[src/rtl/core/rlcsq_pkg.sv]
`default_nettype none
package rlcsq_pkg;

	localparam int DEF_QUEUE_DEPTH = 64;
	localparam int DEF_SEQ_BITS    = 10;
	localparam int MAX_SEGMENTS    = 64;
	localparam int SEG_CNT_W       = $clog2(MAX_SEGMENTS + 1);

	localparam int OP_W       = 2;
	localparam int TAG_W      = 16;
	localparam int LEN_W      = 16;
	localparam int OCC_W      = 24;
	localparam int HDR_W      = 4;
	localparam int FI_W       = 2;
	localparam int PDU_SEQ_W  = 10;
	localparam int SEQ_MAX_W  = 16;
	localparam int CFG_IDX_W  = 1;
	localparam int CFG_DATA_W = 24;
	localparam int ENTRY_W    = TAG_W + 2 * LEN_W;

	localparam logic [HDR_W-1:0] HEADER_RESET = 4'd2;

	localparam logic [CFG_IDX_W-1:0] REG_QUEUE_LIMIT = 1'd0;
	localparam logic [CFG_IDX_W-1:0] REG_HEADER      = 1'd1;

	typedef enum logic [OP_W-1:0] {
		OP_ENQUEUE = 2'd0,
		OP_BUILD   = 2'd1,
		OP_REMOVE  = 2'd2,
		OP_CLEAR   = 2'd3
	} op_t;

	typedef enum logic [1:0] {
		ST_IDLE,
		ST_SEG,
		ST_REMOVE
	} state_t;

	typedef struct packed {
		logic enq;
		logic build_start;
		logic build_empty;
		logic seg;
		logic rm_read;
		logic rm_apply;
		logic clr;
	} cmd_t;

	typedef struct packed {
		logic build_none;
		logic count_zero;
		logic seg_final;
	} sts_t;

endpackage
`default_nettype wire

[src/rtl/core/rlcsq_ctrl.sv]
`default_nettype none
module rlcsq_ctrl (
	input  wire logic                      clk,
	input  wire logic                      arst_n,
	input  wire logic                      start,
	input  wire logic [rlcsq_pkg::OP_W-1:0] operation,
	input  wire rlcsq_pkg::sts_t           sts,
	output logic                           busy,
	output rlcsq_pkg::cmd_t                cmd
);
	import rlcsq_pkg::*;

	state_t state_q, state_d;

	always_ff @(posedge clk or negedge arst_n) begin
		if (!arst_n) begin
			state_q <= ST_IDLE;
		end else begin
			state_q <= state_d;
		end
	end

	always_comb begin
		state_d = state_q;
		cmd     = '0;
		busy    = (state_q != ST_IDLE);
		unique case (state_q)
			ST_IDLE: begin
				if (start) begin
					unique case (op_t'(operation))
						OP_ENQUEUE: cmd.enq = 1'b1;
						OP_BUILD: begin
							if (sts.build_none) begin
								cmd.build_empty = 1'b1;
							end else begin
								cmd.build_start = 1'b1;
								state_d         = ST_SEG;
							end
						end
						OP_REMOVE: begin
							if (!sts.count_zero) begin
								cmd.rm_read = 1'b1;
								state_d     = ST_REMOVE;
							end
						end
						OP_CLEAR: cmd.clr = 1'b1;
					endcase
				end
			end
			ST_SEG: begin
				cmd.seg = 1'b1;
				if (sts.seg_final) begin
					state_d = ST_IDLE;
				end
			end
			ST_REMOVE: begin
				cmd.rm_apply = 1'b1;
				state_d      = ST_IDLE;
			end
			default: state_d = ST_IDLE;
		endcase
	end

endmodule
`default_nettype wire

[src/rtl/core/rlcsq_datapath.sv]
`default_nettype none
module rlcsq_datapath #(
	parameter int QUEUE_DEPTH = rlcsq_pkg::DEF_QUEUE_DEPTH,
	parameter int SEQ_BITS    = rlcsq_pkg::DEF_SEQ_BITS
) (
	input  wire logic                             clk,
	input  wire logic                             arst_n,
	input  wire rlcsq_pkg::cmd_t                  cmd,
	output rlcsq_pkg::sts_t                       sts,
	input  wire logic                             cfg_we,
	input  wire logic [rlcsq_pkg::CFG_IDX_W-1:0]  cfg_index,
	input  wire logic [rlcsq_pkg::CFG_DATA_W-1:0] cfg_data,
	input  wire logic [rlcsq_pkg::TAG_W-1:0]      unit_tag,
	input  wire logic [rlcsq_pkg::LEN_W-1:0]      unit_payload_bytes,
	input  wire logic [rlcsq_pkg::LEN_W-1:0]      unit_total_bytes,
	input  wire logic [rlcsq_pkg::LEN_W-1:0]      pdu_request_bytes,
	output logic                                  strobe,
	output logic                                  accepted,
	output logic [rlcsq_pkg::TAG_W-1:0]           segment_tag,
	output logic [rlcsq_pkg::LEN_W-1:0]           segment_bytes,
	output logic                                  pdu_empty,
	output logic [rlcsq_pkg::FI_W-1:0]            framing_info,
	output logic [rlcsq_pkg::PDU_SEQ_W-1:0]       pdu_sequence,
	output logic [rlcsq_pkg::LEN_W-1:0]           pdu_data_bytes,
	output logic                                  last
);
	import rlcsq_pkg::*;

	localparam int AW = $clog2(QUEUE_DEPTH);
	localparam int CW = $clog2(QUEUE_DEPTH + 1);
	localparam logic [AW:0]   DEPTH_W = (AW + 1)'(QUEUE_DEPTH);
	localparam logic [CW-1:0] DEPTH_C = CW'(QUEUE_DEPTH);

	function automatic logic [AW-1:0] wrap_add(input logic [AW-1:0] a, input logic [AW-1:0] b);
		logic [AW:0] s;
		s = {1'b0, a} + {1'b0, b};
		if (s >= DEPTH_W) begin
			s = s - DEPTH_W;
		end
		return s[AW-1:0];
	endfunction

	// configuration
	logic [OCC_W-1:0] limit_q;
	logic [HDR_W-1:0] header_q;

	// queue state
	logic [ENTRY_W-1:0]  mem [QUEUE_DEPTH];
	logic [ENTRY_W-1:0]  rd_data_q;
	logic [AW-1:0]       head_q;
	logic [CW-1:0]       count_q;
	logic [OCC_W-1:0]    occ_q;
	logic [LEN_W-1:0]    head_rem_q;
	logic                head_split_q;
	logic [SEQ_BITS-1:0] next_seq_q;

	// build state
	logic [LEN_W-1:0]     space_q;
	logic [LEN_W-1:0]     len_q;
	logic [SEG_CNT_W-1:0] nseg_q;
	logic                 start_frag_q;

	// result registers
	logic                 strobe_q;
	logic                 accepted_q;
	logic [TAG_W-1:0]     tag_q;
	logic [LEN_W-1:0]     bytes_q;
	logic                 empty_q;
	logic [FI_W-1:0]      fi_q;
	logic [PDU_SEQ_W-1:0] seq_q;
	logic [LEN_W-1:0]     data_q;
	logic                 last_q;

	logic [TAG_W-1:0] rd_tag;
	logic [LEN_W-1:0] rd_payload;
	logic [LEN_W-1:0] rd_total;
	assign {rd_tag, rd_payload, rd_total} = rd_data_q;

	// enqueue
	logic [OCC_W:0]  enq_sum;
	logic            enq_ok;
	logic [AW-1:0]   wr_addr;
	logic [CW-1:0]   count_m1;
	logic [AW-1:0]   head_inc;
	logic [AW-1:0]   newest;

	assign enq_sum  = {1'b0, occ_q} + (OCC_W + 1)'(unit_total_bytes);
	assign enq_ok   = (count_q < DEPTH_C) &&
		((limit_q == '0) ? !enq_sum[OCC_W] : (enq_sum < {1'b0, limit_q}));
	assign wr_addr  = wrap_add(head_q, count_q[AW-1:0]);
	assign count_m1 = count_q - CW'(1);
	assign head_inc = wrap_add(head_q, AW'(1));
	assign newest   = wrap_add(head_q, count_m1[AW-1:0]);

	// build
	logic [LEN_W-1:0]     req_space;
	logic [LEN_W-1:0]     ulen;
	logic                 fits;
	logic [LEN_W-1:0]     seg_len;
	logic [LEN_W-1:0]     len_new;
	logic [LEN_W-1:0]     space_new;
	logic                 seg_final;
	logic                 pdu_nonzero;
	logic [SEQ_MAX_W-1:0] seq_ext;

	assign req_space   = (pdu_request_bytes > LEN_W'(header_q)) ?
		pdu_request_bytes - LEN_W'(header_q) : '0;
	assign ulen        = head_split_q ? head_rem_q : rd_payload;
	assign fits        = (space_q >= ulen);
	assign seg_len     = fits ? ulen : space_q;
	assign len_new     = len_q + seg_len;
	assign space_new   = space_q - ulen;
	assign seg_final   = !fits || (count_q == CW'(1)) || (space_new == '0) ||
		(nseg_q == SEG_CNT_W'(MAX_SEGMENTS - 1));
	assign pdu_nonzero = (len_new != '0);
	assign seq_ext     = SEQ_MAX_W'(next_seq_q);

	assign sts.build_none = (count_q == '0) || (req_space == '0);
	assign sts.count_zero = (count_q == '0);
	assign sts.seg_final  = seg_final;

	// occupancy after a pop
	logic [OCC_W-1:0] occ_less;
	assign occ_less = (occ_q > OCC_W'(rd_total)) ? occ_q - OCC_W'(rd_total) : '0;

	// memory
	logic [AW-1:0] rd_addr;
	always_comb begin
		priority if (cmd.rm_read) begin
			rd_addr = newest;
		end else if (cmd.seg) begin
			rd_addr = head_inc;
		end else begin
			rd_addr = head_q;
		end
	end

	always_ff @(posedge clk) begin
		if (cmd.enq && enq_ok) begin
			mem[wr_addr] <= {unit_tag, unit_payload_bytes, unit_total_bytes};
		end
		rd_data_q <= mem[rd_addr];
	end

	always_ff @(posedge clk or negedge arst_n) begin
		if (!arst_n) begin
			limit_q  <= '0;
			header_q <= HEADER_RESET;
		end else if (cfg_we) begin
			if (cfg_index == REG_HEADER) begin
				header_q <= cfg_data[HDR_W-1:0];
			end else begin
				limit_q <= cfg_data[OCC_W-1:0];
			end
		end
	end

	always_ff @(posedge clk or negedge arst_n) begin
		if (!arst_n) begin
			head_q       <= '0;
			count_q      <= '0;
			occ_q        <= '0;
			head_rem_q   <= '0;
			head_split_q <= 1'b0;
			next_seq_q   <= '0;
			space_q      <= '0;
			len_q        <= '0;
			nseg_q       <= '0;
			start_frag_q <= 1'b0;
		end else begin
			if (cmd.enq && enq_ok) begin
				count_q <= count_q + CW'(1);
				occ_q   <= enq_sum[OCC_W-1:0];
			end
			if (cmd.build_start) begin
				space_q      <= req_space;
				len_q        <= '0;
				nseg_q       <= '0;
				start_frag_q <= head_split_q;
			end
			if (cmd.seg) begin
				space_q <= fits ? space_new : '0;
				len_q   <= len_new;
				nseg_q  <= nseg_q + SEG_CNT_W'(1);
				if (fits) begin
					occ_q        <= occ_less;
					head_q       <= head_inc;
					count_q      <= count_m1;
					head_split_q <= 1'b0;
					head_rem_q   <= '0;
				end else begin
					head_rem_q   <= ulen - space_q;
					head_split_q <= 1'b1;
				end
				if (seg_final && pdu_nonzero) begin
					next_seq_q <= next_seq_q + SEQ_BITS'(1);
				end
			end
			if (cmd.rm_apply) begin
				occ_q   <= occ_less;
				count_q <= count_m1;
				if (count_q == CW'(1)) begin
					head_split_q <= 1'b0;
					head_rem_q   <= '0;
				end
			end
			if (cmd.clr) begin
				head_q       <= '0;
				count_q      <= '0;
				occ_q        <= '0;
				head_split_q <= 1'b0;
				head_rem_q   <= '0;
			end
		end
	end

	always_ff @(posedge clk or negedge arst_n) begin
		if (!arst_n) begin
			strobe_q <= 1'b0;
		end else begin
			strobe_q <= cmd.enq || cmd.build_empty || cmd.seg;
		end
	end

	always_ff @(posedge clk) begin
		if (cmd.enq || cmd.build_empty) begin
			accepted_q <= cmd.enq && enq_ok;
			tag_q      <= '0;
			bytes_q    <= '0;
			empty_q    <= cmd.build_empty;
			fi_q       <= '0;
			seq_q      <= '0;
			data_q     <= '0;
			last_q     <= 1'b1;
		end else if (cmd.seg) begin
			accepted_q <= 1'b0;
			tag_q      <= rd_tag;
			bytes_q    <= seg_len;
			empty_q    <= seg_final && !pdu_nonzero;
			fi_q       <= (seg_final && pdu_nonzero) ? {start_frag_q, !fits} : '0;
			seq_q      <= (seg_final && pdu_nonzero) ? seq_ext[PDU_SEQ_W-1:0] : '0;
			data_q     <= seg_final ? len_new : '0;
			last_q     <= seg_final;
		end
	end

	assign strobe         = strobe_q;
	assign accepted       = accepted_q;
	assign segment_tag    = tag_q;
	assign segment_bytes  = bytes_q;
	assign pdu_empty      = empty_q;
	assign framing_info   = fi_q;
	assign pdu_sequence   = seq_q;
	assign pdu_data_bytes = data_q;
	assign last           = last_q;

	a_count_bound: assert property (@(posedge clk) disable iff (!arst_n)
		count_q <= DEPTH_C)
		else $error("unit count above queue depth");

	a_split_needs_unit: assert property (@(posedge clk) disable iff (!arst_n)
		head_split_q |-> (count_q != '0) && (head_rem_q != '0))
		else $error("split head without a unit or remainder");

	a_enq_result: assert property (@(posedge clk) disable iff (!arst_n)
		(cmd.enq || cmd.build_empty) |=> strobe_q && last_q)
		else $error("single-result transaction without final result");

	a_split_is_final: assert property (@(posedge clk) disable iff (!arst_n)
		(cmd.seg && !fits) |-> seg_final)
		else $error("split segment not marked final");

endmodule
`default_nettype wire

[src/rtl/core/rlc_um_segmentation_queue_core.sv]
// unacknowledged-mode transmit queue with pdu segmentation
// input transaction: start is taken at a rising edge with busy low; operation selects
// enqueue, build pdu, remove newest unit or clear. configuration is a plain write port
// (cfg_we, cfg_index, cfg_data): index 0 queue byte limit, index 1 header size.
// results: each is shown for one cycle with strobe high; last marks the final result
// of a transaction. the receiver cannot stall, so results are never held back.
// operations:
//   enqueue  busy stays low, one result in the following cycle
//   clear    busy stays low, no result
//   remove   store read of the newest unit, then update; no result
//   build    a setup step, then one segment per cycle, at most 64 segments; the
//            unit store has a single read port and a registered output, and
//            results come one per cycle after the setup step; a build on an empty
//            queue or with no space left after the header gives its one result
//            in the following cycle
// reset: queue empty, occupancy zero, sequence zero, byte limit 0 (unlimited),
// header size 2. unit store contents stay undefined; there is no clearing pass.
`default_nettype none
module rlc_um_segmentation_queue_core #(
	parameter int QUEUE_DEPTH = rlcsq_pkg::DEF_QUEUE_DEPTH,
	parameter int SEQ_BITS    = rlcsq_pkg::DEF_SEQ_BITS
) (
	input  wire logic                             clk,
	input  wire logic                             arst_n,
	input  wire logic                             start,
	output logic                                  busy,
	input  wire logic [rlcsq_pkg::OP_W-1:0]       operation,
	input  wire logic [rlcsq_pkg::TAG_W-1:0]      unit_tag,
	input  wire logic [rlcsq_pkg::LEN_W-1:0]      unit_payload_bytes,
	input  wire logic [rlcsq_pkg::LEN_W-1:0]      unit_total_bytes,
	input  wire logic [rlcsq_pkg::LEN_W-1:0]      pdu_request_bytes,
	input  wire logic                             cfg_we,
	input  wire logic [rlcsq_pkg::CFG_IDX_W-1:0]  cfg_index,
	input  wire logic [rlcsq_pkg::CFG_DATA_W-1:0] cfg_data,
	output logic                                  strobe,
	output logic                                  accepted,
	output logic [rlcsq_pkg::TAG_W-1:0]           segment_tag,
	output logic [rlcsq_pkg::LEN_W-1:0]           segment_bytes,
	output logic                                  pdu_empty,
	output logic [rlcsq_pkg::FI_W-1:0]            framing_info,
	output logic [rlcsq_pkg::PDU_SEQ_W-1:0]       pdu_sequence,
	output logic [rlcsq_pkg::LEN_W-1:0]           pdu_data_bytes,
	output logic                                  last
);
	import rlcsq_pkg::*;

	cmd_t cmd;
	sts_t sts;

	rlcsq_ctrl u_ctrl (
		.clk       (clk),
		.arst_n    (arst_n),
		.start     (start),
		.operation (operation),
		.sts       (sts),
		.busy      (busy),
		.cmd       (cmd)
	);

	rlcsq_datapath #(
		.QUEUE_DEPTH (QUEUE_DEPTH),
		.SEQ_BITS    (SEQ_BITS)
	) u_datapath (
		.clk                (clk),
		.arst_n             (arst_n),
		.cmd                (cmd),
		.sts                (sts),
		.cfg_we             (cfg_we),
		.cfg_index          (cfg_index),
		.cfg_data           (cfg_data),
		.unit_tag           (unit_tag),
		.unit_payload_bytes (unit_payload_bytes),
		.unit_total_bytes   (unit_total_bytes),
		.pdu_request_bytes  (pdu_request_bytes),
		.strobe             (strobe),
		.accepted           (accepted),
		.segment_tag        (segment_tag),
		.segment_bytes      (segment_bytes),
		.pdu_empty          (pdu_empty),
		.framing_info       (framing_info),
		.pdu_sequence       (pdu_sequence),
		.pdu_data_bytes     (pdu_data_bytes),
		.last               (last)
	);

endmodule
`default_nettype wire
[config.mk]
export PLATFORM = sky130hd
export DESIGN_NAME = rlc_um_segmentation_queue_core
export DESIGN_NICKNAME = d
export VERILOG_FILES = /design/src/rtl/core/rlcsq_pkg.sv /design/src/rtl/core/rlcsq_ctrl.sv /design/src/rtl/core/rlcsq_datapath.sv /design/src/rtl/core/rlc_um_segmentation_queue_core.sv
export SDC_FILE = /design/constraint.sdc
export NUM_CORES = 2
export LEC_CHECK = 0
export BUFFER_PORTS_ARGS = -buffer_cell sky130_fd_sc_hd__buf_2
export CAP_MARGIN = 20
export CORE_MARGIN = 5
export CORE_UTILIZATION = 28
export DETAILED_ROUTE_END_ITERATION = 8
export PLACE_DENSITY = 0.44
export SLEW_MARGIN = 5
export SYNTH_ARGS = -nofsm -noshare
export SYNTH_HDL_FRONTEND = slang
export SYNTH_SLANG_ARGS = --single-unit
[constraint.sdc]
create_clock -name clk -period 6.34 [get_ports clk]
set_input_delay 1.268 -clock clk [delete_from_list [all_inputs] [get_ports clk]]
set_output_delay 1.268 -clock clk [all_outputs]
set_load 0.01 [all_outputs]
==> flow_summary.yaml <==
run_status:
  status: "complete, no violations"
cts:
  ctsLongestPathBuffers: 4
  clock-sinks: 3318
  cts_max_level: 5
  clockRootBuffer: "clkbuf_16"
  clkTransAtPathRegs_ns: 0.06
  clk_latency_ns: 0.96
  tritoncts: "done"
  cts-resized-gates: 0
  cts_hold_buf: 0
  post_cts.repair.setup_buffers: 0
  cts_buffers: 364
placed_design:
  pre_cts_slack_ns: -0.307
  dpl.hpwl_um: 300000
  gp_congestion: 0.855
  io_buffers: 159
global_routing:
  grt.total_usage_pct: 17.9
  antenna_found_initial: 48
  grt_max_degree: 81
  globalRoute.totalOverflow: 0
  grt_pass1_vias: 75200
  grt_pass1_wl_um: 621000
synthesis:
  synth-edff-count: 3074
  synthTopCellsByCount: "edfxtp_1 (3074), nand2_1 (930), mux4_2 (660)"
  synth_top_cell_by_area: "edfxtp_1"
  ys_warn_count: 0
  ys_seq_area_share_pct: 73.7
  syn_area_sq_um: 133000
  synth_cells: 7387
  synth_cell_types: 97
  ys_ff_latch: 3318
  ys.flop_type: "edfxtp_1"
  syn_nets: 7616
  synth.most_common_cell: "edfxtp_1"
  synth.avg_cell_area_sq_um: 18.0
  async_reset_ff_share_pct: 4.07
  ys_top_cells_by_area: "edfxtp_1 (69%), mux4_2 (11%), nand2_1 (2.6%), dfrtp_1 (2.5%), dfxtp_1 (1.6%)"
  synth.top_cell.area_share_pct: 69.5
routing:
  viasPerCell: 5.06
  drt_iter0_drc: 8242
  wirelength_um: 449000
  drc_errors: 0
  drt-pass1-iter-count: 6
  wl_per_cell_um: 30.5
  vias: 74500
  drtAntennaViolNets: 0
critical_path:
  critPathSlowestCell: "dfrtp_1"
  worst_path_largest_cell_delay_ns: 0.45
  cp_common_cell: "o21ai_0"
  critPathTopFamily: "compound AO/OA/AOI/OAI gates"
  path_buf_inv: 5
  startpoint_type: "flip-flop"
  rr_startpoint: "u_datapath.head_split_q$_DFF_PN0_"
  crit_chain: "mux2i_1, inv_1, ha_1, inv_1, fa_1, a211oi_1, o21ai_0, a22oi_1, a21oi_4, buf_4, o21ai_0, buf_4, ha_1, o21ai_0, nor3b_1, a21boi_0, o41ai_1, buf_4, o21ai_0, xor3_1, nand4_1, o211ai_2, nor4_1, xnor2_1"
  worst_setup_path_end_kind: "flip-flop"
  cp_max_fo: 13
  startpoint: "u_datapath.head_split_q$_DFF_PN0_"
  cp.required_ns: 7.19
  crit_type: "flip-flop to flip-flop"
  cp_data_arrival_time_ns: 6.74
die:
  core_sq_um: 474000
  rows: 253
  io_pins: 160
  start_util_pct: 28.0
  die_w_um: 699
  die_y_um: 699
  dieArea_sq_um: 488000
sta:
  max_freq_ghz: 0.170
  setup_viol: 0
  fin_ws_ns: 0.448
  fin_crit_ns: 5.89
  rsz0062_at_grt: "no"
  timing.setup.tns_ns: 0
  fin_hold_ws_ns: 0.401
  tightest_slew_ns: 1.18
  hold_viol_final: 0
  finalMaxSlewViolations: 0
  max_slew_margin_pct: 21.1
  fin_worst_skew_ns: 0.0790
  final.period_utilization_pct: 92.9
power:
  p_int_w: 0.0517
  p_per_area_nw_per_um2: 511
  swShare_pct: 36.5
  p_leak_nw: 52.5
  seq_power_share_pct: 31.2
  switching_power_w: 0.0298
  clkPwrFrac_pct: 26.6
  irDropWorstVdd_uv: 295
  combPwrFrac_pct: 42.2
final_layout:
  drive_gt1_share_pct: 25.4
  final_nets: 8397
  area_growth_pct: 20.1
job:
  maxCapViolCount: 0
min_path:
  min_path_type: "input port to asynchronous set/reset pin"
[layer usage]
layer	wire length [um]	GRT usage [%]
met1	199000	25.5
met2	210000	28.7
met4	9890	3.89
met3	29800	2.86
met5	12	0
[cell type report]
cell class	instances	area (sq um)
antenna	13	32.5
clock inverter	210	2420
multi-input combinational	3538	33000
clock buffer	458	9720
fill	45000	314000
inverter	134	503
timing repair buffer	812	8210
sequential	3318	97900
tap	6247	7820
[path summary, 6_finish.rpt]
kind | cells after the start | to | slack (ns)
worst min register to register | 2 | u_datapath.segment_tag[7]$_SDFFE_PP0P_ | 0.43
worst max register to register | 24 | u_datapath.next_seq_q[6]$_DFFE_PN0P_ | 0.45
worst min-delay path | 1 | u_datapath.limit_q[0]$_DFFE_PN0P_ | 0.40
min in group clk | 2 | u_datapath.segment_tag[7]$_SDFFE_PP0P_ | 0.43
max in group asynchronous | 2 | u_datapath.head_rem_q[5]$_DFF_PN0_ | 4.76
worst max-delay path | 24 | u_datapath.next_seq_q[6]$_DFFE_PN0P_ | 0.45
[cells by family after synthesis]
logic type	count (synthesis)	synth area share [%]
xor+xnor	120	0.802
flops	3318	73.7
fa+ha+maj	134	1.31
compound gates	826	4.36
simple gates	1652	5.51
mux	806	12.3
buf+inv	531	2.06
[cell usage in the layout (no fill, tap or decap), types with 26 or more instances in the layout]
| master | instances |
|---|---|
| clkinv_1 | 59 |
| a311oi_1 | 107 |
| dfxtp_1 | 109 |
| a211oi_1 | 32 |
| xnor2_1 | 78 |
| and3_1 | 93 |
| o22ai_1 | 36 |
| nand3_1 | 217 |
| dfrtp_1 | 134 |
| a22oi_1 | 92 |
| nor2_4 | 71 |
| nand4_1 | 51 |
| buf_12 | 194 |
| edfxtp_1 | 3074 |
| buf_4 | 489 |
| bufinv_16 | 43 |
| clkbuf_1 | 78 |
| mux2i_1 | 130 |
| a21oi_1 | 162 |
| o21ai_0 | 121 |
| nor2_1 | 127 |
| nand2_1 | 930 |
| a22o_1 | 40 |
| mux4_2 | 660 |
| clkbuf_16 | 373 |
| buf_2 | 127 |
| a31oi_1 | 26 |
| o2bb2ai_1 | 28 |
| xor2_1 | 38 |
| ha_1 | 125 |
| clkinv_2 | 66 |
| inv_1 | 132 |
[flip-flops by register name (all words and copies together) (netlist names), 2 cells and up]
register / cells
u_datapath.segment_tag: 16
u_datapath.pdu_data_bytes: 16
u_datapath.header_q: 4
u_datapath.limit_q: 24
u_datapath.mem: 3072
u_datapath.len_q: 16
u_datapath.pdu_sequence: 10
u_datapath.head_q: 6
u_datapath.space_q: 16
u_datapath.head_rem_q: 16
u_datapath.nseg_q: 7
u_datapath.count_q: 7
u_datapath.occ_q: 24
u_datapath.framing_info: 2
u_datapath.segment_bytes: 16
u_datapath.rd_data_q: 48
u_datapath.next_seq_q: 10
u_ctrl.state_q: 2
[power groups by stage]
stage	Clock [W]	Sequential [W]	Combinational, W
3_5_place_dp	0	0.0259	0.0347
6_report	0.0217	0.0254	0.0344
4_1_cts	0.0221	0.0254	0.0348
5_1_grt	0.0231	0.0255	0.0366
2_1_floorplan	0	0.0256	0.0205
3_3_place_gp	0	0.0258	0.0348
[worst reg2reg max path: cells and delay by family (launching register included)]
family / cells / cell delay (ns)
AO/OA/AOI/OAI: 10 / 2.42
XOR/XNOR: 2 / 0.42
adder cells (fa/ha/maj): 3 / 0.84
buffers and inverters: 5 / 0.73
flip-flops: 1 / 0.45
multiplexers: 1 / 0.17
AND/OR/NAND/NOR: 3 / 0.77
[per-stage QoR]
| step | util [%] | power [W] | area [sq um] | instances |
|---|---|---|---|---|
| floorplan | - | 0.0461 | 133000 | 7387 |
| global placement | 31.1 | 0.0607 | 147000 | 14000 |
| detailed placement | 31.1 | 0.0606 | 147000 | 14000 |
| CTS | 33.7 | 0.0824 | 160000 | 14700 |
| global route | 33.7 | 0.0852 | 160000 | 14700 |
| finish | 33.7 | 0.0815 | 160000 | 14700 |
No activity file was read; power rests on OpenSTA's default activity.
